[src/design/msmc_pkg.sv]
// Types and constants shared by the multi-shutter motor controller.
// No dependencies.
package msmc_pkg;

    localparam int GROUP_SLOTS = 15;
    localparam int GROUP_SIZE  = 5;
    localparam int LIST_STRIDE = 5;
    localparam int CFG_IDX_W   = 2;
    localparam int CFG_DATA_W  = 16;

    localparam logic [1:0] ACT_TICK   = 2'd0;
    localparam logic [1:0] ACT_SAMPLE = 2'd1;
    localparam logic [1:0] ACT_LOAD   = 2'd2;

    localparam logic [CFG_IDX_W-1:0] CFG_TRAVEL = 2'd0;
    localparam logic [CFG_IDX_W-1:0] CFG_WINDOW = 2'd1;
    localparam logic [CFG_IDX_W-1:0] CFG_PAUSE  = 2'd2;

    localparam logic [15:0] RST_TRAVEL = 16'd500;
    localparam logic [7:0]  RST_WINDOW = 8'd50;
    localparam logic [7:0]  RST_PAUSE  = 8'd25;

    localparam logic [7:0] F_UP      = 8'h01;
    localparam logic [7:0] F_DN      = 8'h02;
    localparam logic [7:0] F_PUP     = 8'h04;
    localparam logic [7:0] F_BLK     = 8'h10;
    localparam logic [7:0] F_REV     = 8'h20;
    localparam logic [7:0] F_GUP     = 8'h40;
    localparam logic [7:0] F_GDN     = 8'h80;
    localparam logic [7:0] KEEP_STOP = 8'h3c;
    localparam logic [7:0] KEEP_HIGH = 8'hf0;
    localparam logic [7:0] KEEP_PREV = 8'h0c;
    localparam logic [7:0] KEEP_LOW  = 8'h3f;
    localparam logic [7:0] SET_UP    = 8'h05;
    localparam logic [7:0] SET_DN    = 8'h0a;
    localparam logic [7:0] CLR_BLK   = 8'hef;
    localparam logic [7:0] CLR_REV   = 8'hdf;

    typedef struct packed {
        logic [15:0] pos;
        logic [7:0]  win;
        logic [3:0]  cnt;
        logic [7:0]  flg;
    } t_entry;

    localparam t_entry RST_ENTRY = '{pos: RST_TRAVEL, win: 8'd0, cnt: 4'd0, flg: F_PUP};

    typedef struct packed {
        logic [15:0] travel;
        logic [7:0]  window;
        logic [7:0]  pause;
    } t_cfg;

    typedef struct packed {
        logic [31:0] relay_drive;
        logic [15:0] blocked_mask;
        logic        conflict_error;
    } t_result;

endpackage

[src/design/msmc_in_if.sv]
// Input item channel of the shutter controller.
// No dependencies.
interface msmc_in_if;
    logic        valid;
    logic        ready;
    logic [1:0]  action;
    logic [15:0] buttons;
    logic [3:0]  table_shutter;
    logic [3:0]  table_slot;
    logic [4:0]  table_member;

    modport source (output valid, action, buttons, table_shutter, table_slot, table_member,
                    input ready);
    modport sink   (input valid, action, buttons, table_shutter, table_slot, table_member,
                    output ready);
endinterface

[src/design/msmc_out_if.sv]
// Result item channel of the shutter controller.
// No dependencies.
interface msmc_out_if;
    logic        valid;
    logic        ready;
    logic [31:0] relay_drive;
    logic [15:0] blocked_mask;
    logic        conflict_error;

    modport source (output valid, relay_drive, blocked_mask, conflict_error, input ready);
    modport sink   (input valid, relay_drive, blocked_mask, conflict_error, output ready);
endinterface

[src/design/multi_shutter_motor_controller.sv]
// Top level of the multi-shutter motor controller: configuration registers,
// sequencer and result register. Depends on msmc_pkg, msmc_in_if, msmc_out_if, msmc_seq.
//
// After reset the block clears its group table, one entry a cycle, over all SHUTTERS*15
// entries, and accepts no item meanwhile. An item is then worked on alone, with one
// read-modify-write of the shutter state memory at a time: a tick updates each shutter
// in turn; a button sample scans the shutters and updates each one with an edge and each
// group member it visits; a table load writes at most one table entry. A finished result
// waits in an output register while the next item is accepted.
module multi_shutter_motor_controller #(
    parameter int SHUTTERS = 16
) (
    input  logic                              i_clk,
    input  logic                              i_rst_n,
    input  logic                              i_cfg_we,
    input  logic [msmc_pkg::CFG_IDX_W-1:0]    i_cfg_idx,
    input  logic [msmc_pkg::CFG_DATA_W-1:0]   i_cfg_data,
    msmc_in_if.sink                           i_item,
    msmc_out_if.source                        o_result
);
    import msmc_pkg::*;

    t_cfg    r_cfg;
    t_result res;
    t_result r_out;
    logic    res_valid;
    logic    res_free;
    logic    r_out_valid;

    always_ff @(posedge i_clk) begin
        if (!i_rst_n) begin
            r_cfg <= '{travel: RST_TRAVEL, window: RST_WINDOW, pause: RST_PAUSE};
        end else if (i_cfg_we) begin
            case (i_cfg_idx)
                CFG_TRAVEL: r_cfg.travel <= i_cfg_data;
                CFG_WINDOW: r_cfg.window <= i_cfg_data[7:0];
                CFG_PAUSE:  r_cfg.pause  <= i_cfg_data[7:0];
                default: begin
                end
            endcase
        end
    end

    msmc_seq #(.SHUTTERS(SHUTTERS)) u_seq (
        .i_clk           (i_clk),
        .i_rst_n         (i_rst_n),
        .i_cfg           (r_cfg),
        .i_valid         (i_item.valid),
        .o_ready         (i_item.ready),
        .i_action        (i_item.action),
        .i_buttons       (i_item.buttons),
        .i_table_shutter (i_item.table_shutter),
        .i_table_slot    (i_item.table_slot),
        .i_table_member  (i_item.table_member),
        .o_res_valid     (res_valid),
        .i_res_free      (res_free),
        .o_res           (res)
    );

    assign res_free = !r_out_valid || o_result.ready;

    always_ff @(posedge i_clk) begin
        if (!i_rst_n) begin
            r_out_valid <= 1'b0;
        end else if (res_valid && res_free) begin
            r_out_valid <= 1'b1;
        end else if (o_result.ready) begin
            r_out_valid <= 1'b0;
        end
        if (res_valid && res_free) begin
            r_out <= res;
        end
    end

    assign o_result.valid          = r_out_valid;
    assign o_result.relay_drive    = r_out.relay_drive;
    assign o_result.blocked_mask   = r_out.blocked_mask;
    assign o_result.conflict_error = r_out.conflict_error;

endmodule

[src/design/msmc_seq.sv]
// Sequencer of the shutter controller: shutter state memory, group table memory
// and the read-modify-write walk for ticks, button samples and table loads.
// Depends on msmc_pkg.
module msmc_seq #(
    parameter int SHUTTERS = 16
) (
    input  logic                i_clk,
    input  logic                i_rst_n,
    input  msmc_pkg::t_cfg      i_cfg,
    input  logic                i_valid,
    output logic                o_ready,
    input  logic [1:0]          i_action,
    input  logic [15:0]         i_buttons,
    input  logic [3:0]          i_table_shutter,
    input  logic [3:0]          i_table_slot,
    input  logic [4:0]          i_table_member,
    output logic                o_res_valid,
    input  logic                i_res_free,
    output msmc_pkg::t_result   o_res
);
    import msmc_pkg::*;

    localparam int SH_W = (SHUTTERS > 1) ? $clog2(SHUTTERS) : 1;
    localparam int TD   = SHUTTERS * GROUP_SLOTS;
    localparam int TA_W = $clog2(TD);

    typedef enum logic [3:0] {
        S_CLEAR, S_IDLE, S_TICK_RD, S_TICK_WR, S_SCAN, S_OWN,
        S_GRP_RD, S_GRP_CHK, S_GRP_MEM, S_FIN, S_DONE
    } t_state;

    t_state              r_state, n_state;
    logic [SH_W-1:0]     r_idx, n_idx;
    logic [SH_W-1:0]     r_a, n_a;
    logic [TA_W-1:0]     r_clr, n_clr;
    logic [2:0]          r_k, n_k;
    logic [3:0]          r_slot, n_slot;
    logic [SHUTTERS-1:0] r_rise, n_rise, r_fall, n_fall, r_prev, n_prev;
    logic [SHUTTERS-1:0] r_up, n_up, r_dn, n_dn, r_blk, n_blk;
    logic [7:0]          r_rev, n_rev;
    t_entry              r_own, n_own;

    t_entry              r_st_mem [SHUTTERS];
    t_entry              r_st_rd;
    logic [4:0]          r_tb_mem [TD];
    logic [4:0]          r_tb_rd;

    logic                st_we;
    logic [SH_W-1:0]     st_waddr, st_raddr;
    t_entry              st_wdata;
    logic                tb_we;
    logic [TA_W-1:0]     tb_waddr, tb_raddr;
    logic [4:0]          tb_wdata;

    logic                last;
    logic [SHUTTERS-1:0] level;

    always_ff @(posedge i_clk) begin
        if (st_we) begin
            r_st_mem[st_waddr] <= st_wdata;
        end
        r_st_rd <= r_st_mem[st_raddr];
    end

    always_ff @(posedge i_clk) begin
        if (tb_we) begin
            r_tb_mem[tb_waddr] <= tb_wdata;
        end
        r_tb_rd <= r_tb_mem[tb_raddr];
    end

    assign last  = (r_idx == SH_W'(SHUTTERS - 1));
    assign level = ~i_buttons[SHUTTERS-1:0];

    always_comb begin
        t_entry              e;
        logic [7:0]          f;
        logic [7:0]          own;
        logic [7:0]          fa;
        logic                same;
        logic                grp_next;
        logic [SHUTTERS-1:0] up_t, dn_t;

        n_state  = r_state;
        n_idx    = r_idx;
        n_a      = r_a;
        n_clr    = r_clr;
        n_k      = r_k;
        n_slot   = r_slot;
        n_rise   = r_rise;
        n_fall   = r_fall;
        n_prev   = r_prev;
        n_up     = r_up;
        n_dn     = r_dn;
        n_blk    = r_blk;
        n_rev    = r_rev;
        n_own    = r_own;
        st_we    = 1'b0;
        st_waddr = r_idx;
        st_wdata = r_own;
        st_raddr = r_idx;
        tb_we    = 1'b0;
        tb_waddr = r_clr;
        tb_wdata = 5'd0;
        tb_raddr = TA_W'(r_idx) * TA_W'(GROUP_SLOTS) + TA_W'(r_slot);
        e        = r_st_rd;
        f        = r_st_rd.flg;
        own      = r_own.flg;
        fa       = r_st_rd.flg;
        same     = 1'b0;
        grp_next = 1'b0;
        up_t     = r_up;
        dn_t     = r_dn;

        case (r_state)
            S_CLEAR: begin
                tb_we    = 1'b1;
                tb_waddr = r_clr;
                tb_wdata = 5'd0;
                if (r_clr < TA_W'(SHUTTERS)) begin
                    st_we    = 1'b1;
                    st_waddr = SH_W'(r_clr);
                    st_wdata = RST_ENTRY;
                end
                if (r_clr == TA_W'(TD - 1)) begin
                    n_state = S_IDLE;
                end else begin
                    n_clr = r_clr + 1'b1;
                end
            end
            S_IDLE: begin
                if (i_valid) begin
                    n_idx = '0;
                    case (i_action)
                        ACT_TICK: begin
                            if (r_rev != 8'd0) begin
                                n_rev = r_rev - 8'd1;
                            end
                            n_state = S_TICK_RD;
                        end
                        ACT_SAMPLE: begin
                            n_rise  = ~r_prev & level;
                            n_fall  = r_prev & ~level;
                            n_prev  = level;
                            n_state = S_SCAN;
                        end
                        ACT_LOAD: begin
                            if (5'(i_table_shutter) < 5'(SHUTTERS) &&
                                5'(i_table_slot) < 5'(GROUP_SLOTS)) begin
                                tb_we    = 1'b1;
                                tb_waddr = TA_W'(i_table_shutter) * TA_W'(GROUP_SLOTS)
                                           + TA_W'(i_table_slot);
                                tb_wdata = i_table_member;
                            end
                            n_state = S_DONE;
                        end
                        default: begin
                            n_state = S_DONE;
                        end
                    endcase
                end
            end
            S_TICK_RD: begin
                n_state = S_TICK_WR;
            end
            S_TICK_WR: begin
                if (e.win != 8'd0) begin
                    e.win = e.win - 8'd1;
                end else begin
                    e.cnt = 4'd0;
                end
                if (r_rev == 8'd0 && (f & F_REV) != 8'd0) begin
                    f = f & CLR_REV;
                    if ((f & F_PUP) != 8'd0) begin
                        f = (f & KEEP_HIGH) | SET_DN;
                    end else begin
                        f = (f & KEEP_HIGH) | SET_UP;
                    end
                end
                if ((f & F_GUP) != 8'd0) begin
                    if (e.pos < i_cfg.travel) begin
                        e.pos = e.pos + 16'd1;
                    end else begin
                        f = f & KEEP_STOP;
                    end
                end
                if ((f & F_GDN) != 8'd0) begin
                    if (e.pos != 16'd0) begin
                        e.pos = e.pos - 16'd1;
                    end else begin
                        f = f & KEEP_STOP;
                    end
                end
                if ((f & F_UP) != 8'd0 && (f & F_GUP) == 8'd0) begin
                    f = (f & KEEP_LOW) | F_GUP;
                    up_t[r_idx] = 1'b1;
                end
                if ((f & F_DN) != 8'd0 && (f & F_GDN) == 8'd0) begin
                    f = (f & KEEP_LOW) | F_GDN;
                    dn_t[r_idx] = 1'b1;
                end
                if ((f & (F_UP | F_DN)) == 8'd0) begin
                    up_t[r_idx] = 1'b0;
                    dn_t[r_idx] = 1'b0;
                end
                e.flg    = f;
                st_we    = 1'b1;
                st_waddr = r_idx;
                st_wdata = e;
                if (last) begin
                    n_up    = up_t & ~r_blk;
                    n_dn    = dn_t & ~r_blk;
                    n_state = S_DONE;
                end else begin
                    n_up    = up_t;
                    n_dn    = dn_t;
                    n_idx   = r_idx + 1'b1;
                    n_state = S_TICK_RD;
                end
            end
            S_SCAN: begin
                if (r_rise[r_idx] || r_fall[r_idx]) begin
                    n_state = S_OWN;
                end else if (last) begin
                    n_state = S_DONE;
                end else begin
                    n_idx = r_idx + 1'b1;
                end
            end
            S_OWN: begin
                n_own   = e;
                n_state = S_FIN;
                if (r_fall[r_idx]) begin
                    if (e.win == 8'd0 && e.cnt == 4'd0) begin
                        if ((f & F_BLK) != 8'd0) begin
                            n_own.flg    = f & CLR_BLK;
                            n_blk[r_idx] = 1'b0;
                        end else begin
                            n_own.flg    = (f & KEEP_PREV) | F_BLK;
                            n_blk[r_idx] = 1'b1;
                        end
                    end else begin
                        case (e.cnt)
                            4'd1: begin
                                if ((f & F_BLK) == 8'd0) begin
                                    if ((f & (F_UP | F_DN)) != 8'd0) begin
                                        n_own.flg = f & KEEP_STOP;
                                    end else if ((f & F_PUP) != 8'd0) begin
                                        n_own.flg = (f & KEEP_HIGH) | SET_DN;
                                    end else begin
                                        n_own.flg = (f & KEEP_HIGH) | SET_UP;
                                    end
                                end
                            end
                            4'd2: begin
                                n_slot  = 4'd0;
                                n_k     = 3'd0;
                                n_state = S_GRP_RD;
                            end
                            4'd3: begin
                                n_slot  = 4'(LIST_STRIDE);
                                n_k     = 3'd0;
                                n_state = S_GRP_RD;
                            end
                            4'd4: begin
                                n_slot  = 4'(2 * LIST_STRIDE);
                                n_k     = 3'd0;
                                n_state = S_GRP_RD;
                            end
                            default: begin
                                n_state = S_FIN;
                            end
                        endcase
                    end
                end
            end
            S_GRP_RD: begin
                n_state = S_GRP_CHK;
            end
            S_GRP_CHK: begin
                if (r_tb_rd == 5'd0) begin
                    n_state = S_FIN;
                end else if (r_tb_rd > 5'(SHUTTERS)) begin
                    grp_next = 1'b1;
                end else begin
                    n_a      = SH_W'(r_tb_rd - 5'd1);
                    st_raddr = SH_W'(r_tb_rd - 5'd1);
                    n_state  = S_GRP_MEM;
                end
            end
            S_GRP_MEM: begin
                same     = (r_a == r_idx);
                grp_next = 1'b1;
                if (same) begin
                    e = r_own;
                end
                fa = e.flg;
                if ((fa & F_BLK) == 8'd0) begin
                    if ((own & (F_UP | F_DN)) == 8'd0) begin
                        fa = fa & KEEP_STOP;
                        if (same) begin
                            own = fa;
                        end
                    end
                    if ((own & F_DN) != 8'd0) begin
                        if ((fa & F_GUP) != 8'd0) begin
                            fa    = ((fa & KEEP_STOP) & CLR_REV) | F_REV;
                            n_rev = i_cfg.pause;
                        end else begin
                            fa = (fa & KEEP_HIGH) | SET_DN;
                        end
                        if (same) begin
                            own = fa;
                        end
                    end
                    if ((own & F_UP) != 8'd0) begin
                        if ((fa & F_GDN) != 8'd0) begin
                            fa    = ((fa & KEEP_STOP) & CLR_REV) | F_REV;
                            n_rev = i_cfg.pause;
                        end else begin
                            fa = (fa & KEEP_HIGH) | SET_UP;
                        end
                    end
                    if (same) begin
                        n_own.flg = fa;
                    end else begin
                        e.flg    = fa;
                        st_we    = 1'b1;
                        st_waddr = r_a;
                        st_wdata = e;
                    end
                end
            end
            S_FIN: begin
                e = r_own;
                if (r_rise[r_idx]) begin
                    if (e.cnt == 4'd0) begin
                        e.win = i_cfg.window;
                    end
                    if (e.cnt != 4'd15) begin
                        e.cnt = e.cnt + 4'd1;
                    end
                end
                st_we    = 1'b1;
                st_waddr = r_idx;
                st_wdata = e;
                if (last) begin
                    n_state = S_DONE;
                end else begin
                    n_idx   = r_idx + 1'b1;
                    n_state = S_SCAN;
                end
            end
            S_DONE: begin
                if (i_res_free) begin
                    n_state = S_IDLE;
                end
            end
            default: begin
                n_state = S_IDLE;
            end
        endcase

        if (grp_next) begin
            if (r_k == 3'(GROUP_SIZE - 1)) begin
                n_state = S_FIN;
            end else begin
                n_k     = r_k + 3'd1;
                n_slot  = r_slot + 4'd1;
                n_state = S_GRP_RD;
            end
        end
    end

    always_ff @(posedge i_clk) begin
        if (!i_rst_n) begin
            r_state <= S_CLEAR;
            r_clr   <= '0;
            r_idx   <= '0;
            r_a     <= '0;
            r_k     <= '0;
            r_slot  <= '0;
            r_rise  <= '0;
            r_fall  <= '0;
            r_prev  <= '0;
            r_up    <= '0;
            r_dn    <= '0;
            r_blk   <= '0;
            r_rev   <= '0;
        end else begin
            r_state <= n_state;
            r_clr   <= n_clr;
            r_idx   <= n_idx;
            r_a     <= n_a;
            r_k     <= n_k;
            r_slot  <= n_slot;
            r_rise  <= n_rise;
            r_fall  <= n_fall;
            r_prev  <= n_prev;
            r_up    <= n_up;
            r_dn    <= n_dn;
            r_blk   <= n_blk;
            r_rev   <= n_rev;
        end
        r_own <= n_own;
    end

    always_comb begin
        o_res = '0;
        for (int i = 0; i < SHUTTERS; i++) begin
            o_res.relay_drive[2*i]   = r_dn[i];
            o_res.relay_drive[2*i+1] = r_up[i];
        end
        o_res.blocked_mask   = 16'(r_blk);
        o_res.conflict_error = |(r_up & r_dn);
    end

    assign o_ready     = (r_state == S_IDLE);
    assign o_res_valid = (r_state == S_DONE);

    a_no_accept_in_clear: assert property (@(posedge i_clk) disable iff (!i_rst_n)
        r_state == S_CLEAR |-> !o_ready)
        else $error("item accepted during table clear");

    a_member_not_own: assert property (@(posedge i_clk) disable iff (!i_rst_n)
        (r_state == S_GRP_MEM && st_we) |-> st_waddr != r_idx)
        else $error("group write to the owner entry");

    a_tick_masks_blocked: assert property (@(posedge i_clk) disable iff (!i_rst_n)
        ($past(r_state) == S_TICK_WR && r_state == S_DONE) |-> ((r_up | r_dn) & r_blk) == '0)
        else $error("blocked shutter still driven after tick");

    a_group_bound: assert property (@(posedge i_clk) disable iff (!i_rst_n)
        r_k < 3'(GROUP_SIZE))
        else $error("group slot count out of range");

endmodule

[src/flat_wrapper.sv]
// flat-port wrapper written by rule: the top's interface ports become plain ports
module multi_shutter_motor_controller_flat import msmc_pkg::*;
#(
    parameter int SHUTTERS = 16
)
  (i_clk, i_rst_n, i_cfg_we, i_cfg_idx, i_cfg_data, i_item_valid, i_item_action, i_item_buttons, i_item_table_shutter, i_item_table_slot, i_item_table_member, i_item_ready, o_result_valid, o_result_relay_drive, o_result_blocked_mask, o_result_conflict_error, o_result_ready);
  msmc_in_if i_item_i ();
  msmc_out_if o_result_i ();
  input  logic i_clk;
  input  logic i_rst_n;
  input  logic i_cfg_we;
  input  logic [msmc_pkg::CFG_IDX_W-1:0] i_cfg_idx;
  input  logic [msmc_pkg::CFG_DATA_W-1:0] i_cfg_data;
  input wire logic [$bits(i_item_i.valid)-1:0] i_item_valid;
  input wire logic [$bits(i_item_i.action)-1:0] i_item_action;
  input wire logic [$bits(i_item_i.buttons)-1:0] i_item_buttons;
  input wire logic [$bits(i_item_i.table_shutter)-1:0] i_item_table_shutter;
  input wire logic [$bits(i_item_i.table_slot)-1:0] i_item_table_slot;
  input wire logic [$bits(i_item_i.table_member)-1:0] i_item_table_member;
  output wire logic [$bits(i_item_i.ready)-1:0] i_item_ready;
  output wire logic [$bits(o_result_i.valid)-1:0] o_result_valid;
  output wire logic [$bits(o_result_i.relay_drive)-1:0] o_result_relay_drive;
  output wire logic [$bits(o_result_i.blocked_mask)-1:0] o_result_blocked_mask;
  output wire logic [$bits(o_result_i.conflict_error)-1:0] o_result_conflict_error;
  input wire logic [$bits(o_result_i.ready)-1:0] o_result_ready;
  assign i_item_i.valid = i_item_valid;
  assign i_item_i.action = i_item_action;
  assign i_item_i.buttons = i_item_buttons;
  assign i_item_i.table_shutter = i_item_table_shutter;
  assign i_item_i.table_slot = i_item_table_slot;
  assign i_item_i.table_member = i_item_table_member;
  assign i_item_ready = i_item_i.ready;
  assign o_result_valid = o_result_i.valid;
  assign o_result_relay_drive = o_result_i.relay_drive;
  assign o_result_blocked_mask = o_result_i.blocked_mask;
  assign o_result_conflict_error = o_result_i.conflict_error;
  assign o_result_i.ready = o_result_ready;
  multi_shutter_motor_controller #(.SHUTTERS(SHUTTERS)) u_core (.i_clk(i_clk), .i_rst_n(i_rst_n), .i_cfg_we(i_cfg_we), .i_cfg_idx(i_cfg_idx), .i_cfg_data(i_cfg_data), .i_item(i_item_i), .o_result(o_result_i));
endmodule
[config.mk]
export PLATFORM = sky130hd
export DESIGN_NAME = multi_shutter_motor_controller_flat
export DESIGN_NICKNAME = d
export VERILOG_FILES = /design/src/design/msmc_pkg.sv /design/src/design/msmc_in_if.sv /design/src/design/msmc_out_if.sv /design/src/design/multi_shutter_motor_controller.sv /design/src/design/msmc_seq.sv /design/src/flat_wrapper.sv
export SDC_FILE = /design/constraint.sdc
export NUM_CORES = 2
export LEC_CHECK = 0
export CORE_MARGIN = 2
export CORE_UTILIZATION = 45
export DETAILED_ROUTE_END_ITERATION = 8
export DONT_BUFFER_PORTS = 1
export MAX_ROUTING_LAYER = met4
export PLACE_DENSITY_LB_ADDON = 0.12
export SYNTH_ARGS = -nofsm -noshare
export SYNTH_HDL_FRONTEND = slang
export SYNTH_SLANG_ARGS = --single-unit
[constraint.sdc]
create_clock -name i_clk -period 15.4 [get_ports i_clk]
set_clock_uncertainty 0.1 [all_clocks]
set_input_delay 1.54 -clock i_clk [delete_from_list [all_inputs] [get_ports i_clk]]
set_output_delay 1.54 -clock i_clk [all_outputs]
set_load 0.005 [all_outputs]
==> flow_summary.yaml <==
job:
  maxCapViolations: 0
pwr:
  peakVddDrop_mv: 0.119
  power_density_nw_per_um2: 155
  cellLeakagePower_uw: 0.0317
place:
  pre_cts_slack_ns: 8.20
  dp_hpwl_microns: 122000
  portBuffers: 0
  dp_cells: 6898
  place.gp.congestion: 0.830
min_path:
  worstHoldStart: "u_core.u_seq.r_fall[15]$_SDFFE_PN0P_"
  hold_class: "flop to flop"
critical_path:
  crit_required_ns: 15.99
  arrival_ns: 7.53
  worstSetupPathType: "flop to flop"
  crit_start: "u_core.u_seq.r_idx[1]$_SDFFE_PN0P_"
  path_max_fanout: 69
  critPathCaptureType: "flop"
  crit_chain: "inv_1 -> ha_1 -> ha_1 -> ha_4 -> buf_4 -> buf_4 -> mux4_2 -> mux4_2 -> nor2b_1 -> a211oi_1 -> a211oi_1 -> a211oi_1 -> a21oi_1"
  slowest_delay_ns: 0.95
  cp-start-kind: "flop"
  reg2reg_setup_slack_ns: 8.46
  cp_slowest_cell: "dfxtp_1"
  cp_common_cell: "a211oi_1"
  timing.rr.start: "u_core.u_seq.r_idx[1]$_SDFFE_PN0P_"
clock_tree:
  cts_setup_buffers: 0
  clock-sinks: 2048
  ctsHoldBuffers: 0
  h-tree-depth: 4
  cts_buffers: 205
  tritoncts: "done"
  path_clk_slew_ns: 0.06
  clockRootBuffer: "clkbuf_16"
  insertion_delay_ns: 0.84
  cts_resized: 0
  clockBufferDepth: 3
die:
  core-area_sq_um: 183000
  die_h_microns: 434
  initial_core_util_pct: 45.4
  ios: 105
  dieWidth_microns: 434
  die_area_sq_um: 188000
  row_count: 157
sta:
  tns_ns: 0
  slew_headroom_pct: 13.4
  finalCritPeriodShare_pct: 45.1
  tightest_slew_ns: 1.29
  rsz0062_at_grt: "no"
  max_freq_mhz: 144
  layout_setup_ws_ns: 8.46
  finalSetupViolCount: 0
  final_hold_viol_count: 0
  period_needed_ns: 6.94
  timing.final.max_slew_violations: 0
cells_and_area:
  final_nets: 4782
  final_cells: 7283
  multi_input_area_sq_um: 22700
  layout-drive-gt1-share_pct: 21.5
  n_fill_cell: 14700
  syn2layout_area_growth_pct: 12.1
  seq_area_sq_um: 59500
yosys:
  seq_area_frac_synth_pct: 71.5
  synth_edf_count: 1844
  synth_top_area_cell: "edfxtp_1"
  synth_warnings: 0
  netlist_area_sq_um: 83200
  synth-seq-cells: 2048
  synthFlopType: "edfxtp_1"
  synth.distinct_cells: 95
  ys_top_cells_by_count: "edfxtp_1 (1844), mux4_2 (525), nor2_1 (391)"
  synth_cells: 4596
  yosysMostFrequentCell: "edfxtp_1"
  syn-num-nets: 4737
  syn_avg_cell_area_sq_um: 18.1
  yosys-top-cells-area: "edfxtp_1 (67%), mux4_2 (14%), dfxtp_1 (4.9%)"
  synth-async-reset-ratio_pct: 0
  synthDominantCellAreaShare_pct: 66.6
routing:
  drt_iter0_drc: 4511
  via_per_inst: 5.96
  drt-total-wl_microns: 212000
  routedWlPerCell_microns: 29.0
  vias: 43400
  firstDrtPassIters: 6
  drc: 0
  ant_nets: 0
grt:
  grt_pass1_wl_microns: 308000
  grt_use_total_pct: 23.3
  grt_overflow: 0
  antenna_found_initial: 6
  grt_pass1_vias: 43400
  grt_max_degree: 166
status:
  outcome: "complete, no violations"
## through the flow
stage	hold slack [ns]	cell area [sq um]	utilization (%)	power (uW)
finish	0.353	93200	50.9	14400
global route	0.371	93200	50.9	15000
CTS	0.353	93200	50.9	14500
detailed placement	0.345	86300	47.1	9450
global placement	0.336	86300	47.1	9420
floorplan	0.329	83200	-	8450
## state kept, by name (all words and copies together), names as in the netlist, 8 cells and up, named ones only
register	cells
u_core.u_seq.r_tb_mem	1200
u_core.u_seq.r_rise	16
u_core.u_seq.r_dn	16
u_core.o_result.relay_drive	32
u_core.o_result.blocked_mask	16
u_core.u_seq.r_st_rd	35
u_core.u_seq.r_own	35
u_core.r_cfg	32
u_core.u_seq.r_fall	16
u_core.u_seq.r_rev	8
u_core.u_seq.r_up	16
u_core.u_seq.r_clr	8
u_core.u_seq.r_st_mem	560
u_core.u_seq.r_prev	16
## path summary, 6_finish.rpt
check	endpoint	depth (start not counted)
setup / recovery	u_core.u_seq.r_tb_rd[1]$_DFF_P_	13
hold reg to reg	u_core.u_seq.r_fall[15]$_SDFFE_PN0P_	2
hold / removal	u_core.u_seq.r_fall[15]$_SDFFE_PN0P_	2
setup reg to reg	u_core.u_seq.r_tb_rd[1]$_DFF_P_	13
## power breakdown
| group | total (uW) | switching (uW) | internal [uW] |
|---|---|---|---|
| clock | 5110 | 2120 | 2980 |
| combinational | 2630 | 1680 | 955 |
| sequential | 6690 | 195 | 6500 |
## routing by layer
metal | GRT usage (%) | vias to the layer above | wire (microns)
met3 | 4.46 | 280 | 15900
met5 | - | - | 0
met4 | 6.17 | 0 | 4980
met2 | 34.2 | 1638 | 96900
li1 | - | 18600 | -
met1 | 33.6 | 22900 | 93800
## worst max-delay path: cells and delay by family, from the launching register on
kind,cells,cell delay [ns]
muxes,2,0.91
adders and majority gates,3,1.32
AOI/OAI and AO/OA,4,1.27
DFF,1,0.95
and+or+nand+nor,1,0.16
buffers and inverters,3,1.90
## cell type report
type / count / area share [%]
multi-input cells: 2204 / 24.3
clock inverters: 127 / 1.47
flip-flops and latches: 2048 / 63.8
repair buffers: 97 / 0.835
well taps: 2464 / 3.31
diodes: 2 / 0.00537
clock buffers: 256 / 5.97
inverters: 85 / 0.345
## cell usage in the layout, fill, tap and decap left out, types with 62 or more instances in the layout
master / count
inv_1: 84
a21oi_1: 190
edfxtp_1: 1844
nor2_1: 372
nor2b_1: 79
dfxtp_1: 204
buf_4: 93
mux4_2: 525
mux2i_1: 83
nand2_1: 177
nor3_1: 62
ha_1: 71
clkbuf_16: 210
a211oi_1: 90
## cells by family after synthesis
| logic type | after synthesis | synth area share, % |
|---|---|---|
| flip-flops | 2048 | 71.5 |
| AND/OR/NAND/NOR | 915 | 5.22 |
| multiplexers | 613 | 15.3 |
| AO/OA/AOI/OAI | 533 | 4.30 |
| buffers and inverters | 344 | 1.66 |
| adder cells (fa/ha/maj) | 87 | 1.44 |
| XOR/XNOR | 56 | 0.590 |
Power figures use the tool's default switching activity.
